`config.mk`:
```
export PLATFORM = sky130hd
export DESIGN_NAME = json_string_unescape_utf8
export DESIGN_NICKNAME = d
export VERILOG_FILES = /design/src/rtl/core/jsu_pkg.sv /design/src/rtl/core/jsu_front.sv /design/src/rtl/core/jsu_cmd_fifo.sv /design/src/rtl/core/jsu_back.sv /design/src/rtl/core/json_string_unescape_utf8.sv
export SDC_FILE = /design/constraint.sdc
export NUM_CORES = 1
export LEC_CHECK = 0
export BUFFER_PORTS_ARGS = -buffer_cell sky130_fd_sc_hd__buf_4
export CORE_ASPECT_RATIO = 1.75
export CORE_MARGIN = 10
export CORE_UTILIZATION = 57
export CTS_BUF_LIST = sky130_fd_sc_hd__clkbuf_4 sky130_fd_sc_hd__clkbuf_8 sky130_fd_sc_hd__clkbuf_16
export DETAILED_ROUTE_END_ITERATION = 6
export PLACE_DENSITY = 0.77
export SLEW_MARGIN = 0
export SYNTH_ARGS = -nofsm -noshare
export SYNTH_HDL_FRONTEND = slang
export SYNTH_HIERARCHICAL = 1
export SYNTH_SLANG_ARGS = --single-unit
```
`constraint.sdc`:
```
create_clock -name clk -period 5.2 [get_ports clk]
set_input_delay 1.04 -clock clk [delete_from_list [all_inputs] [get_ports clk]]
set_output_delay 1.04 -clock clk [all_outputs]
set_load 0.03 [all_outputs]
```
`src/rtl/core/jsu_pkg.sv`:
```
// ============================================================================
// jsu_pkg
// Shared types and constants of the JSON string unescaper: the command that
// the parser hands to the byte expander through the command queue.
// ============================================================================
`default_nettype none

package jsu_pkg;

  localparam int unsigned CAP_W = 16;

  localparam logic [7:0] CH_BSLASH = 8'h5C;
  localparam logic [7:0] CH_U      = 8'h75;

  // Kind of the main segment of a command.
  typedef enum logic [1:0] {
    MAIN_NONE = 2'd0,
    MAIN_RAW  = 2'd1,
    MAIN_CP   = 2'd2
  } main_kind_t;

  // One parsed input byte. Segments are expanded in field order:
  // first surrogate flush, literal escape text, main byte or code point,
  // second surrogate flush, end marker.
  typedef struct packed {
    logic        hi_a_vld;
    logic [9:0]  hi_a_bits;
    logic        lit_vld;
    logic [1:0]  lit_n;
    logic [23:0] lit_digits;
    main_kind_t  main_kind;
    logic [20:0] main_val;
    logic        hi_b_vld;
    logic [9:0]  hi_b_bits;
    logic        eos;
  } cmd_t;

endpackage

`default_nettype wire

```
`src/rtl/core/jsu_front.sv`:
```
// ============================================================================
// jsu_front
// Escape parser: takes one raw byte per cycle while the command queue has room
// and turns it into at most one command for the byte expander.
// ============================================================================
`default_nettype none

module jsu_front (
  input  wire logic           clk,
  input  wire logic           rst_n,
  input  wire logic           in_valid,
  output logic                in_ready,
  input  wire logic [7:0]     in_byte,
  input  wire logic           in_last,
  input  wire logic           q_full,
  output logic                q_push,
  output jsu_pkg::cmd_t       q_cmd
);

  typedef enum logic [2:0] {
    PH_PLAIN = 3'b001,
    PH_ESC   = 3'b010,
    PH_HEX   = 3'b100
  } phase_t;

  localparam logic [7:0] CH_N  = 8'h6E;
  localparam logic [7:0] CH_T  = 8'h74;
  localparam logic [7:0] CH_R  = 8'h72;
  localparam logic [7:0] CH_B  = 8'h62;
  localparam logic [7:0] CH_F  = 8'h66;

  phase_t      phase_r, phase_nxt;
  logic [1:0]  cnt_r, cnt_nxt;
  logic [11:0] hex_r, hex_nxt;
  logic [23:0] held_r, held_nxt;
  logic        pend_r, pend_nxt;
  logic [9:0]  hbits_r, hbits_nxt;

  logic          accept;
  logic          plain;
  logic [4:0]    hex_d;
  logic [15:0]   hv;
  jsu_pkg::cmd_t cmd;

  function automatic logic [4:0] hex_decode(input logic [7:0] ch);
    logic [4:0] r;
    begin
      r = '0;
      if (ch inside {[8'h30:8'h39]}) begin
        r = {1'b1, ch[3:0]};
      end else if ((ch inside {[8'h61:8'h66]}) || (ch inside {[8'h41:8'h46]})) begin
        r = {1'b1, ch[3:0] + 4'd9};
      end
      return r;
    end
  endfunction

  function automatic logic [7:0] simple_esc(input logic [7:0] ch);
    logic [7:0] r;
    begin
      case (ch)
        CH_N:    r = 8'h0A;
        CH_T:    r = 8'h09;
        CH_R:    r = 8'h0D;
        CH_B:    r = 8'h08;
        CH_F:    r = 8'h0C;
        default: r = ch;
      endcase
      return r;
    end
  endfunction

  assign in_ready = !q_full;
  assign accept   = in_valid && in_ready;
  assign hex_d    = hex_decode(in_byte);
  assign hv       = {hex_r, hex_d[3:0]};

  always_comb begin
    phase_nxt = phase_r;
    cnt_nxt   = cnt_r;
    hex_nxt   = hex_r;
    held_nxt  = held_r;
    pend_nxt  = pend_r;
    hbits_nxt = hbits_r;
    cmd       = '0;
    plain     = 1'b0;

    case (phase_r)
      PH_ESC: begin
        if (pend_r && (in_byte != jsu_pkg::CH_U)) begin
          cmd.hi_a_vld  = 1'b1;
          cmd.hi_a_bits = hbits_r;
          pend_nxt      = 1'b0;
        end
        if (in_byte == jsu_pkg::CH_U) begin
          phase_nxt = PH_HEX;
          cnt_nxt   = 2'd0;
          hex_nxt   = '0;
          held_nxt  = '0;
        end else begin
          cmd.main_kind = jsu_pkg::MAIN_RAW;
          cmd.main_val  = {13'd0, simple_esc(in_byte)};
          phase_nxt     = PH_PLAIN;
        end
      end
      PH_HEX: begin
        if (!hex_d[4]) begin
          // Bad digit: the escape goes out literally and the byte is
          // parsed again as plain text.
          if (pend_r) begin
            cmd.hi_a_vld  = 1'b1;
            cmd.hi_a_bits = hbits_r;
            pend_nxt      = 1'b0;
          end
          cmd.lit_vld    = 1'b1;
          cmd.lit_n      = cnt_r;
          cmd.lit_digits = held_r;
          held_nxt       = '0;
          hex_nxt        = '0;
          plain          = 1'b1;
        end else if (cnt_r != 2'd3) begin
          hex_nxt  = hv[11:0];
          held_nxt = {held_r[15:0], in_byte};
          cnt_nxt  = cnt_r + 2'd1;
        end else begin
          phase_nxt = PH_PLAIN;
          held_nxt  = '0;
          hex_nxt   = '0;
          cnt_nxt   = 2'd0;
          if (pend_r && (hv inside {[16'hDC00:16'hDFFF]})) begin
            cmd.main_kind = jsu_pkg::MAIN_CP;
            cmd.main_val  = 21'h10000 + {1'b0, hbits_r, hv[9:0]};
            pend_nxt      = 1'b0;
          end else begin
            if (pend_r) begin
              cmd.hi_a_vld  = 1'b1;
              cmd.hi_a_bits = hbits_r;
              pend_nxt      = 1'b0;
            end
            if (hv inside {[16'hD800:16'hDBFF]}) begin
              pend_nxt  = 1'b1;
              hbits_nxt = hv[9:0];
            end else begin
              cmd.main_kind = jsu_pkg::MAIN_CP;
              cmd.main_val  = {5'd0, hv};
            end
          end
        end
      end
      default: begin
        plain = 1'b1;
      end
    endcase

    if (plain) begin
      phase_nxt = PH_PLAIN;
      cnt_nxt   = 2'd0;
      if (pend_nxt && (in_byte != jsu_pkg::CH_BSLASH)) begin
        cmd.hi_a_vld  = 1'b1;
        cmd.hi_a_bits = hbits_r;
        pend_nxt      = 1'b0;
      end
      if (in_byte == jsu_pkg::CH_BSLASH) begin
        phase_nxt = PH_ESC;
      end else begin
        cmd.main_kind = jsu_pkg::MAIN_RAW;
        cmd.main_val  = {13'd0, in_byte};
      end
    end

    if (in_last) begin
      // Close out whatever the string left open, then return to plain text.
      if (pend_nxt) begin
        if (!cmd.hi_a_vld) begin
          cmd.hi_a_vld  = 1'b1;
          cmd.hi_a_bits = hbits_nxt;
        end else begin
          cmd.hi_b_vld  = 1'b1;
          cmd.hi_b_bits = hbits_nxt;
        end
      end
      if (phase_nxt == PH_ESC) begin
        cmd.main_kind = jsu_pkg::MAIN_RAW;
        cmd.main_val  = {13'd0, jsu_pkg::CH_BSLASH};
      end else if (phase_nxt == PH_HEX) begin
        cmd.lit_vld    = 1'b1;
        cmd.lit_n      = cnt_nxt;
        cmd.lit_digits = held_nxt;
      end
      cmd.eos   = 1'b1;
      phase_nxt = PH_PLAIN;
      cnt_nxt   = 2'd0;
      hex_nxt   = '0;
      held_nxt  = '0;
      pend_nxt  = 1'b0;
      hbits_nxt = '0;
    end
  end

  assign q_cmd  = cmd;
  assign q_push = accept && (cmd.hi_a_vld || cmd.lit_vld || cmd.hi_b_vld || cmd.eos ||
                             (cmd.main_kind != jsu_pkg::MAIN_NONE));

  always_ff @(posedge clk) begin
    if (!rst_n) begin
      phase_r <= PH_PLAIN;
      cnt_r   <= '0;
      hex_r   <= '0;
      held_r  <= '0;
      pend_r  <= 1'b0;
      hbits_r <= '0;
    end else if (accept) begin
      phase_r <= phase_nxt;
      cnt_r   <= cnt_nxt;
      hex_r   <= hex_nxt;
      held_r  <= held_nxt;
      pend_r  <= pend_nxt;
      hbits_r <= hbits_nxt;
    end
  end

endmodule

`default_nettype wire

```
`src/rtl/core/jsu_cmd_fifo.sv`:
```
// ============================================================================
// jsu_cmd_fifo
// Short command queue between the parser and the byte expander.
// ============================================================================
`default_nettype none

module jsu_cmd_fifo #(
  parameter int unsigned DEPTH = 4
) (
  input  wire logic          clk,
  input  wire logic          rst_n,
  input  wire logic          push,
  input  jsu_pkg::cmd_t      wr_cmd,
  output logic               full,
  input  wire logic          pop,
  output jsu_pkg::cmd_t      head,
  output logic               head_vld
);

  localparam int unsigned PTR_W = $clog2(DEPTH);
  localparam int unsigned CNT_W = $clog2(DEPTH + 1);
  localparam logic [PTR_W-1:0] LAST_IDX = PTR_W'(DEPTH - 1);
  localparam logic [CNT_W-1:0] FULL_CNT = CNT_W'(DEPTH);

  jsu_pkg::cmd_t    mem_r [DEPTH];
  logic [PTR_W-1:0] wptr_r, wptr_nxt;
  logic [PTR_W-1:0] rptr_r, rptr_nxt;
  logic [CNT_W-1:0] cnt_r, cnt_nxt;
  logic             do_push;
  logic             do_pop;

  assign full     = (cnt_r == FULL_CNT);
  assign head_vld = (cnt_r != '0);
  assign head     = mem_r[rptr_r];
  assign do_push  = push && !full;
  assign do_pop   = pop && head_vld;

  always_comb begin
    wptr_nxt = wptr_r;
    rptr_nxt = rptr_r;
    cnt_nxt  = cnt_r;
    if (do_push) begin
      wptr_nxt = (wptr_r == LAST_IDX) ? '0 : wptr_r + PTR_W'(1);
    end
    if (do_pop) begin
      rptr_nxt = (rptr_r == LAST_IDX) ? '0 : rptr_r + PTR_W'(1);
    end
    if (do_push && !do_pop) begin
      cnt_nxt = cnt_r + CNT_W'(1);
    end else if (!do_push && do_pop) begin
      cnt_nxt = cnt_r - CNT_W'(1);
    end
  end

  always_ff @(posedge clk) begin
    if (do_push) begin
      mem_r[wptr_r] <= wr_cmd;
    end
  end

  always_ff @(posedge clk) begin
    if (!rst_n) begin
      wptr_r <= '0;
      rptr_r <= '0;
      cnt_r  <= '0;
    end else begin
      wptr_r <= wptr_nxt;
      rptr_r <= rptr_nxt;
      cnt_r  <= cnt_nxt;
    end
  end

endmodule

`default_nettype wire

```
`src/rtl/core/jsu_back.sv`:
```
// ============================================================================
// jsu_back
// Byte expander: walks the head command's segments one byte per cycle unless
// the output stalls, applies the capacity limit, drives the output register.
// ============================================================================
`default_nettype none

module jsu_back (
  input  wire logic                       clk,
  input  wire logic                       rst_n,
  input  wire logic [jsu_pkg::CAP_W-1:0]  cap,
  input  jsu_pkg::cmd_t                   head,
  input  wire logic                       head_vld,
  output logic                            pop,
  output logic                            out_valid,
  input  wire logic                       out_ready,
  output logic [7:0]                      out_byte,
  output logic                            out_has_byte,
  output logic                            out_end_of_string,
  output logic                            out_dropped
);

  typedef enum logic [4:0] {
    SEG_HIA  = 5'b00001,
    SEG_LIT  = 5'b00010,
    SEG_MAIN = 5'b00100,
    SEG_HIB  = 5'b01000,
    SEG_END  = 5'b10000
  } seg_t;

  logic [4:0]                mask_r, mask_nxt;
  logic                      live_r, live_nxt;
  logic [2:0]                sub_r, sub_nxt;
  logic [jsu_pkg::CAP_W-1:0] bw_r, bw_nxt;
  logic                      drop_r, drop_nxt;

  logic                      out_vld_r, out_vld_nxt;
  logic [7:0]                out_byte_r, out_byte_nxt;
  logic                      out_has_r, out_has_nxt;
  logic                      out_eos_r, out_eos_nxt;
  logic                      out_trunc_r, out_trunc_nxt;

  logic [4:0] head_mask;
  logic [4:0] eff;
  logic [4:0] cur_bits;
  logic [4:0] mask_after;
  seg_t       cur;
  logic [2:0] seg_len;
  logic [7:0] seg_byte;
  logic       last_byte;
  logic       go;
  logic       is_end;
  logic       fits;
  logic       wr;

  function automatic logic [2:0] utf8_len(input logic [20:0] cp);
    logic [2:0] r;
    begin
      if (cp < 21'h80) begin
        r = 3'd1;
      end else if (cp < 21'h800) begin
        r = 3'd2;
      end else if (cp < 21'h10000) begin
        r = 3'd3;
      end else begin
        r = 3'd4;
      end
      return r;
    end
  endfunction

  function automatic logic [7:0] utf8_byte(input logic [20:0] cp, input logic [1:0] k);
    logic [2:0] n;
    logic [7:0] r;
    begin
      n = utf8_len(cp);
      r = cp[7:0];
      case (n)
        3'd2: r = (k == 2'd0) ? {3'b110, cp[10:6]} : {2'b10, cp[5:0]};
        3'd3: begin
          case (k)
            2'd0:    r = {4'b1110, cp[15:12]};
            2'd1:    r = {2'b10, cp[11:6]};
            default: r = {2'b10, cp[5:0]};
          endcase
        end
        3'd4: begin
          case (k)
            2'd0:    r = {5'b11110, cp[20:18]};
            2'd1:    r = {2'b10, cp[17:12]};
            2'd2:    r = {2'b10, cp[11:6]};
            default: r = {2'b10, cp[5:0]};
          endcase
        end
        default: r = cp[7:0];
      endcase
      return r;
    end
  endfunction

  // Three-byte form of a lone surrogate 0xD800 + bits.
  function automatic logic [7:0] surr_byte(input logic [9:0] bits, input logic [1:0] k);
    logic [7:0] r;
    begin
      case (k)
        2'd0:    r = 8'hED;
        2'd1:    r = {4'hA, bits[9:6]};
        default: r = {2'b10, bits[5:0]};
      endcase
      return r;
    end
  endfunction

  function automatic logic [7:0] lit_byte(input logic [1:0] n, input logic [23:0] digits,
                                          input logic [2:0] k);
    logic [2:0] sel;
    logic [7:0] r;
    begin
      sel = {1'b0, n} + 3'd1 - k;
      if (k == 3'd0) begin
        r = jsu_pkg::CH_BSLASH;
      end else if (k == 3'd1) begin
        r = jsu_pkg::CH_U;
      end else begin
        case (sel[1:0])
          2'd0:    r = digits[7:0];
          2'd1:    r = digits[15:8];
          default: r = digits[23:16];
        endcase
      end
      return r;
    end
  endfunction

  assign head_mask = head_vld ? {head.eos, head.hi_b_vld,
                                 (head.main_kind != jsu_pkg::MAIN_NONE),
                                 head.lit_vld, head.hi_a_vld} : 5'd0;
  assign eff       = live_r ? mask_r : head_mask;
  assign cur_bits  = eff & (~eff + 5'd1);
  assign cur       = seg_t'(cur_bits);

  always_comb begin
    case (cur)
      SEG_HIA: begin
        seg_len  = 3'd3;
        seg_byte = surr_byte(head.hi_a_bits, sub_r[1:0]);
      end
      SEG_LIT: begin
        seg_len  = 3'd2 + {1'b0, head.lit_n};
        seg_byte = lit_byte(head.lit_n, head.lit_digits, sub_r);
      end
      SEG_MAIN: begin
        if (head.main_kind == jsu_pkg::MAIN_CP) begin
          seg_len  = utf8_len(head.main_val);
          seg_byte = utf8_byte(head.main_val, sub_r[1:0]);
        end else begin
          seg_len  = 3'd1;
          seg_byte = head.main_val[7:0];
        end
      end
      SEG_HIB: begin
        seg_len  = 3'd3;
        seg_byte = surr_byte(head.hi_b_bits, sub_r[1:0]);
      end
      default: begin
        seg_len  = 3'd1;
        seg_byte = 8'd0;
      end
    endcase
  end

  assign last_byte  = (sub_r == (seg_len - 3'd1));
  assign go         = head_vld && (!out_vld_r || out_ready);
  assign is_end     = (cur == SEG_END);
  assign fits       = (({1'b0, bw_r} + 17'd1) < {1'b0, cap});
  assign wr         = is_end || fits;
  assign mask_after = eff & ~cur_bits;
  assign pop        = go && last_byte && (mask_after == 5'd0);

  always_comb begin
    mask_nxt      = mask_r;
    live_nxt      = live_r;
    sub_nxt       = sub_r;
    bw_nxt        = bw_r;
    drop_nxt      = drop_r;
    out_vld_nxt   = out_vld_r;
    out_byte_nxt  = out_byte_r;
    out_has_nxt   = out_has_r;
    out_eos_nxt   = out_eos_r;
    out_trunc_nxt = out_trunc_r;

    if (go) begin
      out_vld_nxt = wr;
      if (wr) begin
        out_byte_nxt  = is_end ? 8'd0 : seg_byte;
        out_has_nxt   = !is_end;
        out_eos_nxt   = is_end;
        out_trunc_nxt = is_end && drop_r;
      end
      if (is_end) begin
        bw_nxt   = '0;
        drop_nxt = 1'b0;
      end else if (fits) begin
        bw_nxt = bw_r + 16'd1;
      end else begin
        drop_nxt = 1'b1;
      end
      if (last_byte) begin
        sub_nxt  = '0;
        mask_nxt = mask_after;
        live_nxt = (mask_after != 5'd0);
      end else begin
        sub_nxt  = sub_r + 3'd1;
        mask_nxt = eff;
        live_nxt = 1'b1;
      end
    end else if (out_ready) begin
      out_vld_nxt = 1'b0;
    end
  end

  always_ff @(posedge clk) begin
    if (!rst_n) begin
      mask_r    <= '0;
      live_r    <= 1'b0;
      sub_r     <= '0;
      bw_r      <= '0;
      drop_r    <= 1'b0;
      out_vld_r <= 1'b0;
    end else begin
      mask_r    <= mask_nxt;
      live_r    <= live_nxt;
      sub_r     <= sub_nxt;
      bw_r      <= bw_nxt;
      drop_r    <= drop_nxt;
      out_vld_r <= out_vld_nxt;
    end
  end

  always_ff @(posedge clk) begin
    out_byte_r  <= out_byte_nxt;
    out_has_r   <= out_has_nxt;
    out_eos_r   <= out_eos_nxt;
    out_trunc_r <= out_trunc_nxt;
  end

  assign out_valid         = out_vld_r;
  assign out_byte          = out_byte_r;
  assign out_has_byte      = out_has_r;
  assign out_end_of_string = out_eos_r;
  assign out_dropped       = out_trunc_r;

  a_end_clears: assert property (@(posedge clk) disable iff (!rst_n)
    (go && is_end) |=> ((bw_r == '0) && !drop_r))
    else $error("byte count or drop flag not cleared after end marker");

  a_count_step: assert property (@(posedge clk) disable iff (!rst_n)
    (go && !is_end && fits) |=> (bw_r == ($past(bw_r) + 16'd1)))
    else $error("byte count did not advance on a written data byte");

  a_drop_no_out: assert property (@(posedge clk) disable iff (!rst_n)
    (go && !is_end && !fits) |=> (!out_vld_r && drop_r))
    else $error("dropped byte reached the output register");

  a_live_seg: assert property (@(posedge clk) disable iff (!rst_n)
    live_r |-> ((mask_r != 5'd0) && (sub_r < seg_len)))
    else $error("expander position outside the current segment");

endmodule

`default_nettype wire

```
`src/rtl/core/json_string_unescape_utf8.sv`:
```
// ============================================================================
// json_string_unescape_utf8
// Path: the parser writes the command queue at the edge that accepts an input
//   byte, and the expander loads each result from the queue head into its
//   output register.
// Throughput: one input byte per cycle while the command queue has room; the
//   expander takes decoded bytes one at a time, dropped bytes and the end marker
//   included, so a byte that expands into a multi-byte result holds it longer.
// Reset: synchronous, active low; clears parser, queue and counters and sets
//   the capacity register cap_r to 256.
//
// Streaming unescaper for the body of a JSON string. The parser handles the
// simple escapes, gathers \uXXXX digits, pairs high and low surrogates and
// decides what text must be flushed literally (bad digits, a string that
// ends inside an escape). It writes at most one command per input byte into a
// short queue. The expander turns each command into UTF-8 bytes, enforces the
// output capacity (capacity minus one data bytes per string) and closes each
// string with an end marker that reports whether bytes were dropped.
// ============================================================================
`default_nettype none

module json_string_unescape_utf8 #(
  parameter int unsigned QUEUE_DEPTH = 4
) (
  input  wire logic        clk,
  input  wire logic        rst_n,
  input  wire logic        cfg_wr_en,
  input  wire logic [15:0] cfg_wr_data,
  input  wire logic        in_valid,
  output logic             in_ready,
  input  wire logic [7:0]  in_byte,
  input  wire logic        in_last,
  output logic             out_valid,
  input  wire logic        out_ready,
  output logic [7:0]       out_byte,
  output logic             out_has_byte,
  output logic             out_end_of_string,
  output logic             out_dropped
);

  localparam logic [jsu_pkg::CAP_W-1:0] CAP_RESET = 16'd256;

  // Output capacity in bytes, terminator included. The user must write it only
  // while the block is idle; the block does not enforce it, so a plain register serves.
  logic [jsu_pkg::CAP_W-1:0] cap_r, cap_nxt;

  // Queue signals between the parser and the expander.
  logic          q_push;
  logic          q_full;
  logic          q_pop;
  logic          q_head_vld;
  jsu_pkg::cmd_t q_wr_cmd;
  jsu_pkg::cmd_t q_head;

  assign cap_nxt = cfg_wr_en ? cfg_wr_data : cap_r;

  always_ff @(posedge clk) begin
    if (!rst_n) begin
      cap_r <= CAP_RESET;
    end else begin
      cap_r <= cap_nxt;
    end
  end

  // The parser accepts a byte whenever the queue has room, independent of
  // how busy the expander is; bytes that produce nothing push no command.
  jsu_front u_front (
    .clk      (clk),
    .rst_n    (rst_n),
    .in_valid (in_valid),
    .in_ready (in_ready),
    .in_byte  (in_byte),
    .in_last  (in_last),
    .q_full   (q_full),
    .q_push   (q_push),
    .q_cmd    (q_wr_cmd)
  );

  // The queue absorbs the bursts of a byte that expands into several
  // results, such as a surrogate pair or a flushed literal escape.
  jsu_cmd_fifo #(
    .DEPTH (QUEUE_DEPTH)
  ) u_queue (
    .clk      (clk),
    .rst_n    (rst_n),
    .push     (q_push),
    .wr_cmd   (q_wr_cmd),
    .full     (q_full),
    .pop      (q_pop),
    .head     (q_head),
    .head_vld (q_head_vld)
  );

  // The expander works on the queue head in place and pops it after its
  // last segment; its output register lets it move on as soon as the
  // current result is taken.
  jsu_back u_back (
    .clk               (clk),
    .rst_n             (rst_n),
    .cap               (cap_r),
    .head              (q_head),
    .head_vld          (q_head_vld),
    .pop               (q_pop),
    .out_valid         (out_valid),
    .out_ready         (out_ready),
    .out_byte          (out_byte),
    .out_has_byte      (out_has_byte),
    .out_end_of_string (out_end_of_string),
    .out_dropped       (out_dropped)
  );

endmodule

`default_nettype wire
```
Yosys cells after proc, flatten, opt, wreduce, memory -nomap -nowiden:

Memory sizes are Yosys's and may differ from the RTL's. A register that Yosys moved wholly into a read port is not among the register bits.
Index checks and enable logic that the tools add are counted.
Widths: inputs -> output; s select.

* div/mod/pow operators: 0
* muxes and demuxes: 106
* $mul: 0
* shift-type cells: 0
* reduce and logical (&&, ||, !) cells: 47
* add/sub/neg operators: 15
* eq/ne operators: 33
* order comparisons: 14
* bitwise operators: 4

Operators by type and width (count)
* $mux 23: 7
* $mux 11: 10
* $mux 27: 4
* $mux 24: 4
* $mux 73: 1
* $mux 10: 7
* $eq 8x7->1 const B: 7
* $mux 12: 4
* $pmux 24 s2: 1
* $pmux 23 s2: 1
* $mux 3: 14
* $pmux 7 s2: 3
* $pmux 8 s5: 1
* $ge 16x16->1 const B: 2
* $le 16x16->1 const B: 2
* $mux 16: 2
* $pmux 8 s4: 1
* $mux 5: 5
* $mux 8: 3
* $pmux 12 s2: 1
* $pmux 8 s3: 1
* $mux 22: 1
* $pmux 11 s2: 1
* $add 17x20->21 const A: 1
* other kinds (55): 135

* logic and storage cells: 240
* memory bits (writable): 292
* bits of input ports: 30
* register bits: 113
* bits in read-only memories: 0
* output and inout port bits: 13
* memories kept: 1
* latch bits: 0

Memories
* u_queue.mem_r: depth 4, bits a word 73, rd ports 1, clocked after Yosys merged registers in 1, wr ports 1, line jsu_cmd_fifo.sv:25 `jsu_pkg::cmd_t mem_r [DEPTH];`

Depth between registers and ports, before layout:

Gate-level depths: netlist of run 1.

* depth in word-level cells: 28
* depth in mapped cells: 21
* depth with buffers taken out: 18

By module:

The synthesis of run 1 kept the hierarchy.

By module, submodules not included
* jsu_cmd_fifo: cells each 432, instances 1, area each 11101.9 um^2, sequential area each 8948.6 um^2
* jsu_back: cells each 456, instances 1, area each 3504.6 um^2, sequential area each 870.8 um^2
* jsu_front: cells each 374, instances 1, area each 3193.1 um^2, sequential area each 1041.0 um^2
* json_string_unescape_utf8: cells each 51, instances 1, area each 613.1 um^2, sequential area each 320.3 um^2

Worst setup path before layout of run 1:

OpenSTA, ideal clock, no wires.

* path kind: input to register
* from: in in_byte[0]
* to: mem u_queue/mem_r[0][0] in the netlist's numbering (enable)
* setup slack: -0.207 ns
* cell stages on the path: 12
* arrival time: 4.968 ns
* path buffers: 2
* data required time: 4.761 ns
* library setup time: 0.439 ns
* path through: clkbuf_1 inv_1 ha_1 o21bai_1 a2111oi_4 o31ai_1 nand2_1 o21ai_0 o311a_1 nor2b_1 buf_2 and2_1

* longest elaborated chain between the ends: 25
* elaborated cells on any way between the ends: 76
* classes of those cells: add/sub: 1; order compare: 10; eq/ne: 6; mux: 43; reduce/logical: 16

Ends and longest elaborated chain
* start: declaration: line json_string_unescape_utf8.sv:31 `input wire logic [7:0] in_byte,`
* $ge 8x7->1 or $le 8x7->1 (tied branches): line jsu_front.sv:51 `end else if ((ch inside {[8'h61:8'h66]}) || (ch inside {[8'h41:8'h46]})) begin`
* $logic_and 1x1->1: line jsu_front.sv:51
* $logic_or 1x1->1: line jsu_front.sv:51
* $mux 5: line jsu_front.sv:51
* $mux 5: line jsu_front.sv:49 `if (ch inside {[8'h30:8'h39]}) begin`
* $ge 16x16->1, or another cell as far along: line jsu_front.sv:140 `if (hv inside {[16'hD800:16'hDBFF]}) begin`
* $logic_and 1x1->1 (on tied branches): line jsu_front.sv:140, jsu_front.sv:130
* $mux 1 or $logic_and 1x1->1 (tied branches): line jsu_front.sv:140, jsu_front.sv:130
* [... 10 more ...]
* $logic_or 1x1->1 (2 in series): line jsu_front.sv:201 `assign q_push = accept && (cmd.hi_a_vld || cmd.lit_vld || cmd.hi_b_vld || cmd.eos ||`
* $logic_or 1x1->1 (*): line jsu_front.sv:201
* $logic_and 1x1->1 (*): line jsu_front.sv:201
* named net q_push: line json_string_unescape_utf8.sv:48 `logic q_push;`
* $logic_and 1x1->1 (*): line jsu_cmd_fifo.sv:35 `assign do_push = push && !full;`
* named net u_queue.do_push: line jsu_cmd_fifo.sv:29 `logic do_push;`
* $mux 1 (*): line jsu_cmd_fifo.sv:56 `if (do_push) begin`
* $mux 1 (implied by the code) (*): line jsu_cmd_fifo.sv:57 `mem_r[wptr_r] <= wr_cmd;`
* end: declaration: line jsu_cmd_fifo.sv:25

The timed path passes the listed nets; every way through them passes the cells marked *.

==> results.cfg, run 1 <==
[cells_and_area]
finalInstanceArea_um2 = 20500
n_fill_cell = 2302
layout-drive-gt1-share = 0.190
diodes = 0
nets = 1435
multiInputGateArea_um2 = 6680
syn_to_final_growth_pct = 11.2
final-seq-area_um2 = 11200

[pwr]
p_per_area_nw_per_um2 = 465
internal_power_mw = 6.56
pwr-share-seq = 0.434
switching_share = 0.310
irDropWorstVdd_uv = 230
p_sw_mw = 2.95
pwr-share-comb = 0.273
leakage_nw = 7.10
pwr-share-clk = 0.293

[drt]
wl_per_cell_um = 24.3
routed_wl_mm = 43.6
first_pass_iters = 5
vias_per_cell = 6.39
drtIter0Drc = 1009
ant_nets = 0
drc_errors = 0
dr_total_vias = 11478

[placement]
place_hpwl_mm = 30.3
gp_congestion = 0.938
place_area_um2 = 19200
portBuffers = 42

[critical_path]
critPathBufInv = 2
cp-start-kind = flop
reg2reg_depth = 18
worstReg2RegEnd = u_queue/cnt_r[2]$_SDFFE_PN0P_
cp_max_fo = 14
end_kind = flop
cp_cell_sequence = buf_4 > mux4_2 > nand2b_1 > a31oi_1 > nand2_1 > o221a_2 > ha_1 > xnor2_1 > xnor2_1 > a2111oi_4 > and3_1 > o31ai_2 > ha_1 > inv_1 > fa_1 > xor2_1 > or3_1 > a21boi_0
crit_slowest_cell = mux4_2
cp_top_family = compound AO/OA/AOI/OAI gates
cp.arrival_ns = 5.29
rrSetupSlack_ns = 0.36
path_class = reg2reg
slowest_delay_ns = 0.57
critPathRequiredTime_ns = 5.64

[synthesis]
synth_edf_count = 303
ys_types = 87
synth.avg_cell_area_um2 = 14.0
yosysSeqAreaShare = 0.607
ys_warn_count = 6
synth_top_cell_area_share = 0.494
yosys.area.top_type = edfxtp_1
synth-async-reset-ratio = 0
synthTopCellsByArea = edfxtp_1 49%, dfxtp_1 11%, mux4_2 8.6%
syn_area_um2 = 18400
ys_ff_latch = 407
syn_nets = 1380
synthFlopType = edfxtp_1
postSynthCellCount = 1313

[floorplan]
ios = 43
coreArea_um2 = 32100
dieHeight_um = 258
fp.dieW_um = 156
start_util = 0.573
rows = 87
die-area_um2 = 40200

[flow_run]
max_cap_viol_count = 0

[clock_network]
cts_buffers = 36
cts_root_buf = clkbuf_16
cts_num_sinks = 407
cts.path.max_buffers = 3
cts_resized = 0
cts.clk_slew.worst_paths_ns = 0.06
cts_max_level = 2
post-cts-setup-buffer-count = 0
clk-insertion-delay-late_ns = 0.54
cts_tree = yes
cts_hold_buffers = 0

[sta]
final-hold-violation-count = 0
post-route-min-period_ns = 4.84
setup_violations = 0
slew_headroom = 0.220
rsz0062_at_grt = no
drv_slew = 0
final.period_utilization = 0.932
fin_worst_skew_ns = 0.0238
tns_ns = 0
tightestPinTransition_ns = 1.17
clock.fmax_mhz = 206

[grt]
grt-ovfl-total = 0
antenna_found_initial = 0
grt_pass1_vias = 11462
track_usage = 0.215
grt_max_degree = 55
grt_pass1_wl_mm = 67.0

[worst_hold_path]
hp-start = u_front/held_r[21]$_SDFFE_PN0P_
hold_depth = 1
min_to = u_front/held_r[21]$_SDFFE_PN0P_
hold_class = reg2reg

[status]
outcome = completed
state kept, by name, indices dropped and copies added, names as in the netlist, 3 cells and up, named ones only:
name,count
u_queue/mem_r,292
u_front/held_r,24
cap_r,16
u_back/bw_r,16
u_front/hex_r,12
u_front/hbits_r,10
u_back/out_byte,8
u_back/mask_r,5
u_back/sub_r,3
u_front/phase_r,3
u_queue/cnt_r,3
cell type report:
class | count | share of cell area
Sequential cell | 407 | 0.546
Multi-Input combinational cell | 801 | 0.326
Clock buffer | 52 | 0.0543
Timing Repair Buffer | 89 | 0.0351
Tap cell | 400 | 0.0244
Clock inverter | 13 | 0.00746
Inverter | 33 | 0.00605
placed cells by master, fill, tap and decap left out, types with 5 or more instances in the layout:
cell         n
mux4_2      70
a21boi_0    11
nor2b_1     45
nor2_2       8
or4_1        6
a22o_1      50
nor3_1       8
and3_1       7
nor2_1      63
ha_1        36
a22oi_1     24
nand4_1      5
o21ai_0     53
clkbuf_4     7
and2_1      15
o2bb2ai_1   10
inv_1       32
edfxtp_1   303
a21boi_1     7
o22ai_1      6
clkbuf_16   39
nand2_1     93
o211ai_1    18
a31oi_1      5
or3_1        6
dfxtp_1    102
clkbuf_8     6
xnor2_1     20
o21a_1       5
xor2_1       6
nand2b_1    13
a31o_1       6
mux2i_1     38
nand3_1     21
a21oi_1     34
buf_4       85
a21o_1       5
a211oi_1    15
through the flow:
| step | std cells | worst slack, ns | power (mW) | hold WS (ns) | util |
|---|---|---|---|---|---|
| floorplan | 1313 | 0.509 | 5.79 | 0.442 | - |
| global placement | 1724 | 0.154 | 6.70 | 0.458 | 0.597 |
| detailed placement | 1724 | 0.122 | 6.75 | 0.462 | 0.597 |
| CTS | 1789 | 0.286 | 9.53 | 0.478 | 0.636 |
| global route | 1795 | 0.0664 | 9.88 | 0.494 | 0.638 |
| finish | 1795 | 0.356 | 9.51 | 0.478 | 0.638 |
Yosys cell counts (all sizes together) (21+ instances only):
master and instances:
edfxtp 303, dfxtp 104, nand2 93, mux4 73, nor2 72, o21ai 59
a22o 50, nor2b 45, clkbuf 43, mux2i 38, ha 36, a21oi 34
inv 33, buf 29, a22oi 25, nand3 21
kinds of logic after synthesis:
group,after synthesis,share of synthesized area
compound gates,296,0.118
xor+xnor,26,0.0124
fa+ha+maj,37,0.0256
buf+inv,105,0.0314
flops,407,0.607
mux,114,0.112
simple gates,328,0.0928
power by group through the flow:
stage | registers (mW) | logic [mW] | clock network [mW]
6_report | 4.13 | 2.60 | 2.79
4_1_cts | 4.13 | 2.57 | 2.82
2_1_floorplan | 4.23 | 1.56 | 0
5_1_grt | 4.17 | 2.75 | 2.96
3_5_place_dp | 4.20 | 2.56 | 0
3_3_place_gp | 4.17 | 2.53 | 0
routing by layer:
metal	global-route usage	wire length, um
met1	0.238	15300
met2	0.390	23600
met3	0.0326	2420
met4	0.109	2190
met5	0	0
worst max path at each step:
stage	start	end	slack, ns	cells after the start
after floorplan	flop	u_queue/cnt_r[2]$_SDFFE_PN0P_	0.51	20
after detailed placement	in_byte[0]	u_queue/cnt_r[2]$_SDFFE_PN0P_	0.12	17
final	flop	u_queue/cnt_r[2]$_SDFFE_PN0P_	0.36	18
after global placement	in_byte[0]	u_queue/cnt_r[2]$_SDFFE_PN0P_	0.15	17
after CTS	flop	u_queue/cnt_r[2]$_SDFFE_PN0P_	0.29	18
after global routing	flop	u_queue/cnt_r[2]$_SDFFE_PN0P_	0.07	18
(Power assumes the default switching activity.)
==> inputs of run 2 (changes only) <==
--- a/config.mk
+++ b/config.mk
@@ -6,7 +6,7 @@
 export NUM_CORES = 1
 export LEC_CHECK = 0
 export BUFFER_PORTS_ARGS = -buffer_cell sky130_fd_sc_hd__buf_4
-export CORE_ASPECT_RATIO = 1.75
+export CAP_MARGIN = 10
 export CORE_MARGIN = 10
 export CORE_UTILIZATION = 57
 export CTS_BUF_LIST = sky130_fd_sc_hd__clkbuf_4 sky130_fd_sc_hd__clkbuf_8 sky130_fd_sc_hd__clkbuf_16
==> run 2 against run 1 <==
The run now ends with DRC left. Count of clock-buffer cells in the layout rose by 3. Combinational power shrank 7%. Sequential power barely moved. Critical path depth grew 1. Flip-flop and latch count is the same. Hold slack got worse by 0.0035 ns. First-iteration DRC count rose by 53%. Non-clock buffer count down 17. Via count rose by 0.90%. Clock skew decreased by 0.0076 ns. Largest cell class unchanged.
==> results.cfg, run 2 (synthesis results as in run 1) <==
[pwr]
leakage_nw = 7.04
pwr-share-comb = 0.256
p_per_area_nw_per_um2 = 466
switching_share = 0.306
irDropWorstVdd_uv = 311
internal_power_mw = 6.59
pwr-share-seq = 0.438
pwr-share-clk = 0.306
power_mw = 9.49
p_sw_mw = 2.90

[sta]
tns_ns = 0
post-route-min-period_ns = 4.86
final.period_utilization = 0.935
tightestPinTransition_ns = 1.16
clock.fmax_mhz = 206
drv_slew = 0
rsz0062_at_grt = no
final-hold-violation-count = 0
setup_violations = 0
fin_worst_skew_ns = 0.0161
slew_headroom = 0.225

[critical_path]
reg2reg_depth = 19
cp.arrival_ns = 5.32
worstReg2RegEnd = u_queue/cnt_r[2]$_SDFFE_PN0P_
end_kind = flop
cp_max_fo = 12
path_class = reg2reg
rrSetupSlack_ns = 0.34
cp-start-kind = flop
critPathRequiredTime_ns = 5.66

[clock_network]
cts_root_buf = clkbuf_16
cts_max_level = 2
post-cts-setup-buffer-count = 0
cts_buffers = 41
cts_tree = yes
cts.clk_slew.worst_paths_ns = 0.06
cts_num_sinks = 407
cts_resized = 0
cts.path.max_buffers = 3
cts_hold_buffers = 0
clk-insertion-delay-late_ns = 0.53

[worst_hold_path]
min_to = u_front/held_r[21]$_SDFFE_PN0P_
hold_class = reg2reg
hold_depth = 1
hp-start = u_front/held_r[21]$_SDFFE_PN0P_

[cells_and_area]
finalInstanceArea_um2 = 20400
largest_reg_flops = 292
multiInputGateArea_um2 = 6690
final_cell_mix = 303 x edfxtp_1, 102 x dfxtp_1, 93 x nand2_1
nets = 1423
largest-register = u_queue/mem_r
final-seq-area_um2 = 11200
fin_cells = 1790
layout_commonest_cell = edfxtp_1
syn_to_final_growth_pct = 10.7
n_fill_cell = 2232
diodes = 0
reg.largest.list = u_queue/mem_r (292), u_front/held_r (24)
layout-drive-gt1-share = 0.187
fin_util = 0.643

[grt]
grt-ovfl-total = 0
grt_pass1_vias = 11148
antenna_found_initial = 0
grt_pass1_wl_mm = 66.2
track_usage = 0.215
grt_max_degree = 74

[floorplan]
dieHeight_um = 200
coreArea_um2 = 31700
start_util = 0.581
rows = 65
die-area_um2 = 39900
ios = 43
fp.dieW_um = 200

[drt]
drtIter0Drc = 1547
dr_total_vias = 11581
ant_nets = 0
wl_per_cell_um = 23.8
vias_per_cell = 6.47
drc_errors = 1
routed_wl_mm = 42.5
first_pass_iters = 7

[placement]
place_hpwl_mm = 27.5
gp_congestion = 0.941
place_inst = 1715
portBuffers = 42
place_area_um2 = 19000

[flow_run]
max_cap_viol_count = 0

[status]
outcome = finished, violations left
violations = DRC
run 2: critical path, cell delays in order (launching register included):
cell and delay, ns:
dfxtp_4 0.50, buf_4 0.29, mux4_2 0.55, nor3_1 0.26, and2_1 0.28, a31oi_1 0.15
nand2_1 0.19, o221a_2 0.21, ha_1 0.16, xnor2_1 0.08, xnor2_1 0.29, a2111oi_4 0.09
and3_1 0.23, o31ai_2 0.11, ha_1 0.26, inv_1 0.07, fa_1 0.38, xor2_1 0.19
or3_1 0.32, a21boi_0 0.17
run 2: how the worst max path moves through the flow:
stage                     from                             to  slack (ns)
floorplan                 flop  u_queue/cnt_r[2]$_SDFFE_PN0P_        0.51
global placement    in_byte[0]  u_queue/mem_r[3][1]$_DFFE_PP_        0.44
detailed placement        flop  u_queue/cnt_r[2]$_SDFFE_PN0P_        0.35
CTS                       flop  u_queue/cnt_r[2]$_SDFFE_PN0P_        0.33
global route              flop  u_queue/cnt_r[2]$_SDFFE_PN0P_        0.01
finish                    flop  u_queue/cnt_r[2]$_SDFFE_PN0P_        0.34
run 2: metal layers:
layer	share of wire	track usage
met1	0.42	0.310
met2	0.47	0.330
met3	0.088	0.0347
met4	0.027	0.0673
met5	0	0
run 2: area by class of cell:
| class | count | share of cell area |
|---|---|---|
| Sequential cell | 407 | 0.549 |
| Multi-Input combinational cell | 801 | 0.328 |
| Clock buffer | 55 | 0.0564 |
| Timing Repair Buffer | 72 | 0.0265 |
| Tap cell | 402 | 0.0247 |
| Clock inverter | 20 | 0.00927 |
| Inverter | 33 | 0.00608 |
run 2: metrics by stage:
step	hold WS, ns	setup WS (ns)
final	0.475	0.339
after global routing	0.491	0.0125
after CTS	0.477	0.329
after detailed placement	0.459	0.353
after global placement	0.456	0.440
after floorplan	0.442	0.509
run 2: power by group through the flow:
stage	clock (mW)	sequential, mW	combinational, mW
after floorplan	0	4.23	1.56
after global placement	0	4.18	2.38
after detailed placement	0	4.20	2.39
after CTS	2.94	4.16	2.42
after global routing	3.06	4.19	2.61
final	2.91	4.16	2.43
